[src/rtl/core/potms_pkg.sv]
package potms_pkg;

   localparam int unsigned CMD_W  = 3;
   localparam int unsigned MODE_W = 2;
   localparam int unsigned IVAL_W = 32;
   localparam int unsigned CNT_W  = 32;
   localparam int unsigned TIME_W = 64;
   localparam int unsigned MASK_W = 2;

   localparam logic [IVAL_W-1:0] MIN_INTERVAL = 32'd1;
   localparam logic [IVAL_W-1:0] MAX_INTERVAL = 32'd3600000000;

   // one quotient bit per step of the shared divider
   localparam int unsigned DIV_STEPS  = TIME_W;
   localparam int unsigned DIV_STEP_W = $clog2(DIV_STEPS);

   typedef enum logic [CMD_W-1:0] {
      CMD_CLEAR   = 3'd0,
      CMD_INIT    = 3'd1,
      CMD_START   = 3'd2,
      CMD_STOP    = 3'd3,
      CMD_SETCMP  = 3'd4,
      CMD_ADVANCE = 3'd5,
      CMD_STATS   = 3'd6
   } cmd_type;

   typedef enum logic [MODE_W-1:0] {
      MODE_PERIODIC = 2'd0,
      MODE_ONESHOT  = 2'd1
   } mode_type;

   typedef enum logic [5:0] {
      S_IDLE   = 6'b000001,
      S_EXEC   = 6'b000010,
      S_CHECK  = 6'b000100,
      S_DIV    = 6'b001000,
      S_UPDATE = 6'b010000,
      S_RESP   = 6'b100000
   } state_type;

endpackage

[src/rtl/core/periodic_oneshot_timer_with_miss_stats.sv]
// Compare timer bank on a 64-bit virtual microsecond clock that only moves on an advance
// command or a clear, which sets it to zero. Every command word gives exactly one response
// word. Clear, init, start, stop, set compare and read stats pass from acceptance through
// an execute state to the response state and out on rsp_valid. An advance also checks
// every timer in turn: each firing periodic timer folds its missed periods through one
// shared restoring divider over the time since expiry that yields one quotient bit per cycle,
// followed by an update step. One command is in flight at a time; req_ready is high
// only while the sequencer is idle, and a finished response waits in the output
// register until it is taken.
module periodic_oneshot_timer_with_miss_stats #(
   parameter int unsigned TIMER_COUNT = 2
) (
   input  logic                                 clock,
   input  logic                                 reset,
   input  logic                                 req_valid,
   output logic                                 req_ready,
   input  logic [potms_pkg::CMD_W-1:0]          req_command,
   input  logic                                 req_timer_index,
   input  logic [potms_pkg::MODE_W-1:0]         req_mode,
   input  logic [potms_pkg::IVAL_W-1:0]         req_interval_us,
   input  logic [potms_pkg::IVAL_W-1:0]         req_delta_us,
   output logic                                 rsp_valid,
   input  logic                                 rsp_ready,
   output logic                                 rsp_status,
   output logic [potms_pkg::MASK_W-1:0]         rsp_expired_mask,
   output logic [potms_pkg::CNT_W-1:0]          rsp_expiry_count,
   output logic [potms_pkg::CNT_W-1:0]          rsp_miss_count,
   output logic                                 rsp_is_running,
   output logic [potms_pkg::TIME_W-1:0]         rsp_time_now
);
   import potms_pkg::*;

   localparam int unsigned IDX_W = (TIMER_COUNT > 1) ? $clog2(TIMER_COUNT) : 1;
   localparam logic [IDX_W-1:0] LAST_TIMER = IDX_W'(TIMER_COUNT - 1);

   state_type                 state_ff, state_in;
   logic [CMD_W-1:0]          cmd_ff, cmd_in;
   logic                      idx_ff, idx_in;
   logic [MODE_W-1:0]         mode_ff, mode_in;
   logic [IVAL_W-1:0]         ival_ff, ival_in;
   logic [IVAL_W-1:0]         delta_ff, delta_in;
   logic [IDX_W-1:0]          cur_ff, cur_in;
   logic [TIME_W-1:0]         time_ff, time_in;
   logic                      status_ff, status_in;
   logic [MASK_W-1:0]         mask_ff, mask_in;
   logic                      late_ff, late_in;
   logic [TIME_W-1:0]         dvd_ff, dvd_in;
   logic [IVAL_W-1:0]         rem_ff, rem_in;
   logic [DIV_STEP_W-1:0]     step_ff, step_in;

   logic                      run_ff [TIMER_COUNT];
   logic                      run_in [TIMER_COUNT];
   logic                      oneshot_ff [TIMER_COUNT];
   logic                      oneshot_in [TIMER_COUNT];
   logic [IVAL_W-1:0]         interval_ff [TIMER_COUNT];
   logic [IVAL_W-1:0]         interval_in [TIMER_COUNT];
   logic [TIME_W-1:0]         expiry_ff [TIMER_COUNT];
   logic [TIME_W-1:0]         expiry_in [TIMER_COUNT];
   logic [CNT_W-1:0]          irq_ff [TIMER_COUNT];
   logic [CNT_W-1:0]          irq_in [TIMER_COUNT];
   logic [CNT_W-1:0]          miss_ff [TIMER_COUNT];
   logic [CNT_W-1:0]          miss_in [TIMER_COUNT];

   logic                      rsp_valid_ff, rsp_valid_in;
   logic                      rsp_status_ff, rsp_status_in;
   logic [MASK_W-1:0]         rsp_mask_ff, rsp_mask_in;
   logic [CNT_W-1:0]          rsp_irq_ff, rsp_irq_in;
   logic [CNT_W-1:0]          rsp_miss_ff, rsp_miss_in;
   logic                      rsp_run_ff, rsp_run_in;
   logic [TIME_W-1:0]         rsp_time_ff, rsp_time_in;

   logic                      idx_ok;
   logic [IDX_W-1:0]          tsel;
   logic                      ival_ok;
   logic [TIME_W-1:0]         cur_exp;
   logic [IVAL_W-1:0]         cur_iv;
   logic                      fire;
   logic                      late;
   logic                      last_timer;
   logic [IVAL_W:0]           rem_sh;
   logic                      div_ge;
   logic [IVAL_W:0]           div_sub;
   logic [IVAL_W:0]           step_gap;
   logic [TIME_W-1:0]         upd_exp;
   logic [CNT_W-1:0]          missed;

   assign idx_ok  = 32'(idx_ff) < TIMER_COUNT;
   assign tsel    = IDX_W'(idx_ff);
   assign ival_ok = (ival_ff >= MIN_INTERVAL) && (ival_ff <= MAX_INTERVAL);

   assign cur_exp    = expiry_ff[cur_ff];
   assign cur_iv     = interval_ff[cur_ff];
   assign fire       = run_ff[cur_ff] && (cur_iv != '0) && (time_ff >= cur_exp);
   assign late       = time_ff > (cur_exp + TIME_W'(1));
   assign last_timer = cur_ff == LAST_TIMER;

   // restoring divider step: shift in the next dividend bit, subtract if it fits
   assign rem_sh  = {rem_ff, dvd_ff[TIME_W-1]};
   assign div_ge  = rem_sh >= {1'b0, cur_iv};
   assign div_sub = rem_sh - {1'b0, cur_iv};

   // exp + (q+1)*iv equals now - rem + iv, and rem < iv
   assign step_gap = {1'b0, cur_iv} - {1'b0, rem_ff};
   assign upd_exp  = time_ff + TIME_W'(step_gap);
   assign missed   = dvd_ff[CNT_W-1:0] + CNT_W'(1);

   assign req_ready = state_ff == S_IDLE;

   always_comb begin
      state_in    = state_ff;
      cmd_in      = cmd_ff;
      idx_in      = idx_ff;
      mode_in     = mode_ff;
      ival_in     = ival_ff;
      delta_in    = delta_ff;
      cur_in      = cur_ff;
      time_in     = time_ff;
      status_in   = status_ff;
      mask_in     = mask_ff;
      late_in     = late_ff;
      dvd_in      = dvd_ff;
      rem_in      = rem_ff;
      step_in     = step_ff;
      run_in      = run_ff;
      oneshot_in  = oneshot_ff;
      interval_in = interval_ff;
      expiry_in   = expiry_ff;
      irq_in      = irq_ff;
      miss_in     = miss_ff;

      rsp_valid_in  = rsp_valid_ff && !rsp_ready;
      rsp_status_in = rsp_status_ff;
      rsp_mask_in   = rsp_mask_ff;
      rsp_irq_in    = rsp_irq_ff;
      rsp_miss_in   = rsp_miss_ff;
      rsp_run_in    = rsp_run_ff;
      rsp_time_in   = rsp_time_ff;

      unique case (state_ff)
         S_IDLE: begin
            if (req_valid) begin
               cmd_in    = req_command;
               idx_in    = req_timer_index;
               mode_in   = req_mode;
               ival_in   = req_interval_us;
               delta_in  = req_delta_us;
               status_in = 1'b0;
               mask_in   = '0;
               state_in  = S_EXEC;
            end
         end

         S_EXEC: begin
            state_in = S_RESP;
            unique case (cmd_ff)
               CMD_CLEAR: begin
                  time_in = '0;
                  for (int t = 0; t < TIMER_COUNT; t++) begin
                     run_in[t]      = 1'b0;
                     oneshot_in[t]  = 1'b0;
                     interval_in[t] = '0;
                     expiry_in[t]   = '0;
                     irq_in[t]      = '0;
                     miss_in[t]     = '0;
                  end
               end
               CMD_INIT: begin
                  if (idx_ok) begin
                     run_in[tsel]      = 1'b0;
                     oneshot_in[tsel]  = 1'b0;
                     interval_in[tsel] = '0;
                     expiry_in[tsel]   = '0;
                     irq_in[tsel]      = '0;
                     miss_in[tsel]     = '0;
                  end else begin
                     status_in = 1'b1;
                  end
               end
               CMD_START: begin
                  if (!idx_ok || !ival_ok ||
                      (mode_ff != MODE_PERIODIC && mode_ff != MODE_ONESHOT)) begin
                     status_in = 1'b1;
                  end else begin
                     oneshot_in[tsel]  = mode_ff == MODE_ONESHOT;
                     interval_in[tsel] = ival_ff;
                     expiry_in[tsel]   = time_ff + TIME_W'(ival_ff);
                     run_in[tsel]      = 1'b1;
                  end
               end
               CMD_STOP: begin
                  if (idx_ok) begin
                     run_in[tsel] = 1'b0;
                  end else begin
                     status_in = 1'b1;
                  end
               end
               CMD_SETCMP: begin
                  if (!idx_ok || !ival_ok) begin
                     status_in = 1'b1;
                  end else begin
                     interval_in[tsel] = ival_ff;
                     expiry_in[tsel]   = time_ff + TIME_W'(ival_ff);
                  end
               end
               CMD_ADVANCE: begin
                  time_in  = time_ff + TIME_W'(delta_ff);
                  cur_in   = '0;
                  state_in = S_CHECK;
               end
               CMD_STATS: begin
                  status_in = !idx_ok;
               end
               default: begin
                  status_in = 1'b1;
               end
            endcase
         end

         S_CHECK: begin
            late_in = late;
            if (fire && ((cur_ff >> 1) == IDX_W'(0))) begin
               mask_in[cur_ff[0]] = 1'b1;
            end
            if (fire && !oneshot_ff[cur_ff]) begin
               dvd_in   = time_ff - cur_exp;
               rem_in   = '0;
               step_in  = '0;
               state_in = S_DIV;
            end else begin
               if (fire) begin
                  irq_in[cur_ff] = irq_ff[cur_ff] + CNT_W'(1);
                  if (late) begin
                     miss_in[cur_ff] = miss_ff[cur_ff] + CNT_W'(1);
                  end
                  run_in[cur_ff] = 1'b0;
               end
               if (last_timer) begin
                  state_in = S_RESP;
               end else begin
                  cur_in = cur_ff + IDX_W'(1);
               end
            end
         end

         S_DIV: begin
            rem_in  = div_ge ? div_sub[IVAL_W-1:0] : rem_sh[IVAL_W-1:0];
            dvd_in  = {dvd_ff[TIME_W-2:0], div_ge};
            step_in = step_ff + DIV_STEP_W'(1);
            if (step_ff == DIV_STEP_W'(DIV_STEPS - 1)) begin
               state_in = S_UPDATE;
            end
         end

         S_UPDATE: begin
            expiry_in[cur_ff] = upd_exp;
            irq_in[cur_ff]    = irq_ff[cur_ff] + missed;
            if (late_ff) begin
               miss_in[cur_ff] = miss_ff[cur_ff] + missed;
            end
            if (last_timer) begin
               state_in = S_RESP;
            end else begin
               cur_in   = cur_ff + IDX_W'(1);
               state_in = S_CHECK;
            end
         end

         S_RESP: begin
            if (!rsp_valid_ff || rsp_ready) begin
               rsp_valid_in  = 1'b1;
               rsp_status_in = status_ff;
               rsp_mask_in   = mask_ff;
               rsp_irq_in    = idx_ok ? irq_ff[tsel] : '0;
               rsp_miss_in   = idx_ok ? miss_ff[tsel] : '0;
               rsp_run_in    = idx_ok && run_ff[tsel];
               rsp_time_in   = time_ff;
               state_in      = S_IDLE;
            end
         end

         default: begin
            state_in = S_IDLE;
         end
      endcase
   end

   always_ff @(posedge clock) begin
      if (reset) begin
         state_ff     <= S_IDLE;
         time_ff      <= '0;
         rsp_valid_ff <= 1'b0;
         for (int t = 0; t < TIMER_COUNT; t++) begin
            run_ff[t]      <= 1'b0;
            oneshot_ff[t]  <= 1'b0;
            interval_ff[t] <= '0;
            expiry_ff[t]   <= '0;
            irq_ff[t]      <= '0;
            miss_ff[t]     <= '0;
         end
      end else begin
         state_ff     <= state_in;
         time_ff      <= time_in;
         rsp_valid_ff <= rsp_valid_in;
         run_ff       <= run_in;
         oneshot_ff   <= oneshot_in;
         interval_ff  <= interval_in;
         expiry_ff    <= expiry_in;
         irq_ff       <= irq_in;
         miss_ff      <= miss_in;
      end
   end

   always_ff @(posedge clock) begin
      cmd_ff        <= cmd_in;
      idx_ff        <= idx_in;
      mode_ff       <= mode_in;
      ival_ff       <= ival_in;
      delta_ff      <= delta_in;
      cur_ff        <= cur_in;
      status_ff     <= status_in;
      mask_ff       <= mask_in;
      late_ff       <= late_in;
      dvd_ff        <= dvd_in;
      rem_ff        <= rem_in;
      step_ff       <= step_in;
      rsp_status_ff <= rsp_status_in;
      rsp_mask_ff   <= rsp_mask_in;
      rsp_irq_ff    <= rsp_irq_in;
      rsp_miss_ff   <= rsp_miss_in;
      rsp_run_ff    <= rsp_run_in;
      rsp_time_ff   <= rsp_time_in;
   end

   assign rsp_valid        = rsp_valid_ff;
   assign rsp_status       = rsp_status_ff;
   assign rsp_expired_mask = rsp_mask_ff;
   assign rsp_expiry_count = rsp_irq_ff;
   assign rsp_miss_count   = rsp_miss_ff;
   assign rsp_is_running   = rsp_run_ff;
   assign rsp_time_now     = rsp_time_ff;

endmodule

[config.mk]
export PLATFORM = sky130hd
export DESIGN_NAME = periodic_oneshot_timer_with_miss_stats
export DESIGN_NICKNAME = d
export VERILOG_FILES = /design/src/rtl/core/potms_pkg.sv /design/src/rtl/core/periodic_oneshot_timer_with_miss_stats.sv
export SDC_FILE = /design/constraint.sdc
export NUM_CORES = 2
export LEC_CHECK = 0
export ABC_AREA = 1
export BUFFER_PORTS_ARGS = -buffer_cell sky130_fd_sc_hd__buf_2
export CAP_MARGIN = 20
export CORE_MARGIN = 5
export CORE_UTILIZATION = 25
export CTS_CLUSTER_SIZE = 40
export DETAILED_ROUTE_END_ITERATION = 10
export PLACE_DENSITY_LB_ADDON = 0.08
export SYNTH_ARGS = -nofsm -noshare
export SYNTH_HDL_FRONTEND = slang
export SYNTH_SLANG_ARGS = --single-unit
[constraint.sdc]
create_clock -name clock -period 8.2 [get_ports clock]
set_input_delay 1.23 -clock clock [delete_from_list [all_inputs] [get_ports clock]]
set_output_delay 1.23 -clock clock [all_outputs]
set_load 0.01 [all_outputs]
==> results.py <==
metrics = {
    "worst_setup_path": {
        "cp_slowest_stage_delay_ns": 0.89,
        "path_delay_family": "compound AO/OA/AOI/OAI gates",
        "required_ns": 8.84,
        "crit_path_top_delay_cell": "o21ai_0",
        "critPathBufInv": 3,
        "start_kind": "flop",
        "criticalPathCategory": "reg2reg",
        "crit_arrival_ns": 8.14,
        "worst_setup_path_end_kind": "flop",
        "cp_max_fo": 8,
    },
    "timing": {
        "report.final.slew_viol_count": 0,
        "final_hold_viol_count": 0,
        "setup_violations": 0,
        "relSlewSlack_pct": 22.7,
        "fmax_mhz": 133,
        "tns_ns": 0,
        "finalCritPeriodShare_pct": 91.5,
        "worstMarginPinSlew_ns": 1.15,
        "clock_skew_ns": 0.0472,
        "whs_ns": 0.431,
        "period_minus_slack_ns": 7.50,
        "setup_ws_ns": 0.699,
        "rsz0062_at_grt": "no",
    },
    "finish": {
        "fillers": 27100,
        "final_cell_mix": "2284 x nand2_1, 1242 x nor2_1, 1008 x inv_1",
        "layout.nets": 10100,
        "fin_cells": 12900,
        "final_area_sq_mm": 0.0691,
        "final_common_cell": "nand2_1",
        "areaGrowthSynthToFinish_pct": 13.3,
        "drive_above_1_share_pct": 8.10,
        "utilization_pct": 28.5,
    },
    "synth": {
        "synthArstFlopShare_pct": 0,
        "avgSynthCellArea_sq_um": 6.42,
        "ys_ff_latch": 704,
        "synth_top_area_cell": "edfxtp_1",
        "synth_edf_count": 309,
        "yosys_warnings": 0,
        "synth_flop_cell": "dfxtp_1",
        "synthDistinctLibCells": 66,
        "synthCells": 9501,
        "syn-num-nets": 9942,
        "synth_top_area_share_pct": 15.2,
        "syn_area_sq_mm": 0.0610,
        "synth.area.top_cells": "edfxtp_1 15%, nand2_1 14%, dfxtp_1 13%",
        "yosysSeqAreaShare_pct": 28.2,
    },
    "worst_hold_path": {
        "hp-class": "reg2reg",
    },
    "pwr": {
        "powerDensity_mw_per_mm2": 138,
        "finalPower_mw": 9.55,
        "p_leak_nw": 29.7,
        "max-vdd-ir-drop_uv": 172,
    },
    "place": {
        "pre_cts_ws_ns": 0.821,
        "hpwl_um": 229000,
        "gp_congestion": 0.947,
        "placed_area_sq_mm": 0.0659,
        "dpl.cell_count": 12700,
        "portBuffers": 207,
    },
    "floorplan": {
        "die_h_um": 504,
        "start_util_pct": 25.1,
        "die_area_sq_mm": 0.254,
        "ioPinCount": 208,
        "floorplan.rows": 181,
        "core_sq_mm": 0.243,
        "die_w_um": 504,
    },
    "clock_tree": {
        "path_clk_slew_ns": 0.06,
        "insertion_delay_ns": 0.77,
        "cts-root-buf": "clkbuf_16",
        "numCtsBuffers": 96,
        "cts_setup_buffers": 0,
        "cts_hold_buf": 0,
        "cts_tree": "built",
        "cts_resized": 0,
        "clock-sinks": 704,
        "clock_path_buffers": 3,
        "cts_htree_levels": 3,
    },
    "global_routing": {
        "use_met3_pct": 2.57,
        "grt_pass1_vias": 62900,
        "grt_max_degree": 169,
        "antenna_found_initial": 8,
        "grt.busiest_layer": "met2",
        "grt_use_met1_pct": 29.5,
        "grt_remaining_overflow": 0,
        "track_usage_pct": 22.2,
        "grt_pass1_wl_um": 427000,
        "met2_usage_pct": 37.5,
    },
    "route": {
        "viasPerCell": 5.01,
        "drt_pass1_iterations": 6,
        "drt_wl_total_um": 294000,
        "wire_per_inst_um": 22.8,
        "drtIter0Drc": 5252,
        "ant_nets": 0,
        "num_vias": 64800,
        "drcViolationCount": 0,
    },
    "job": {
        "cap_violations": 0,
    },
    "run_status": {
        "outcome": "finished clean",
    },
}
[registers in the layout, indices dropped and copies added, names as in the netlist, 2 cells and up]
signal	cells
miss_ff	64
mode_ff	2
step_ff	6
cmd_ff	3
run_ff	2
state_ff	6
ival_ff	32
rsp_expired_mask	2
rsp_miss_count	32
rem_ff	32
mask_ff	2
delta_ff	32
interval_ff	64
rsp_expiry_count	32
expiry_ff	128
oneshot_ff	2
irq_ff	64
time_ff	64
dvd_ff	64
rsp_time_now	64
[cells in the mapped netlist, drive strengths merged (2+ instances only)]
library cell / n
nand2: 2296
nor2: 1282
inv: 1038
o21ai: 862
nand3: 849
a21oi: 683
dfxtp: 395
ha: 359
edfxtp: 309
clkbuf: 202
xor2: 163
nor3: 137
buf: 119
or2: 109
nand4: 107
xnor2: 76
o21bai: 56
nand3b: 49
nor4: 46
a21o: 42
o22ai: 39
a211oi: 36
o21a: 36
a22oi: 35
a31oi: 34
mux2i: 26
o211ai: 26
a21boi: 15
and3: 13
o31ai: 9
fa: 8
o2111ai: 6
o221ai: 6
and2: 5
a31o: 4
clkinv: 4
nor3b: 4
a221oi: 3
o2bb2ai: 3
o311ai: 3
a32oi: 2
a41oi: 2
o41ai: 2
[report_power, final]
group	total (mW)	internal [mW]	switching (mW)
combinational	1.26	0.353	0.910
clock	4.43	2.55	1.87
sequential	3.86	3.76	0.102
total	9.55	6.67	2.89
[final cells by class]
type | instances | area (sq um) | area share [%]
sequential | 704 | 17200 | 24.9
clock inverter | 62 | 688 | 0.995
multi-input combinational | 7434 | 38500 | 55.7
antenna | 3 | 7.51 | 0.0109
tap | 3202 | 4010 | 5.79
timing repair buffer | 365 | 2270 | 3.29
clock buffer | 117 | 2530 | 3.66
inverter | 1042 | 3930 | 5.68
[path summary, 6_finish.rpt]
kind / from / to / slack, ns / depth (start not counted)
max: cur_ff / expiry_ff[42] / 0.70 / 26
min: time_ff[58] / rsp_time_now[58] / 0.43 / 0
max reg2reg: cur_ff / expiry_ff[42] / 0.70 / 26
min reg2reg: time_ff[58] / rsp_time_now[58] / 0.43 / 0
[metal layers]
layer  routed length, um  up-vias
met5                  44        -
met4               10100        6
met3               13000      396
met2              137000     1699
met1              134000    30600
li1                    -    32000
[logic make-up (layout without fill, tap and decap cells)]
| logic type | Yosys count | after routing | share of synthesized area (%) |
|---|---|---|---|
| AO/OA/AOI/OAI | 1905 | 1905 | 17.3 |
| buffers and inverters | 1363 | 1586 | 8.92 |
| XOR/XNOR | 239 | 239 | 3.43 |
| flip-flops | 704 | 704 | 28.2 |
| AND/OR/NAND/NOR | 4897 | 4897 | 34.1 |
| adder cells (fa/ha/maj) | 367 | 367 | 7.62 |
| multiplexers | 26 | 26 | 0.445 |
| other | 0 | 3 | 0 |
Power figures use the tool's default switching activity.
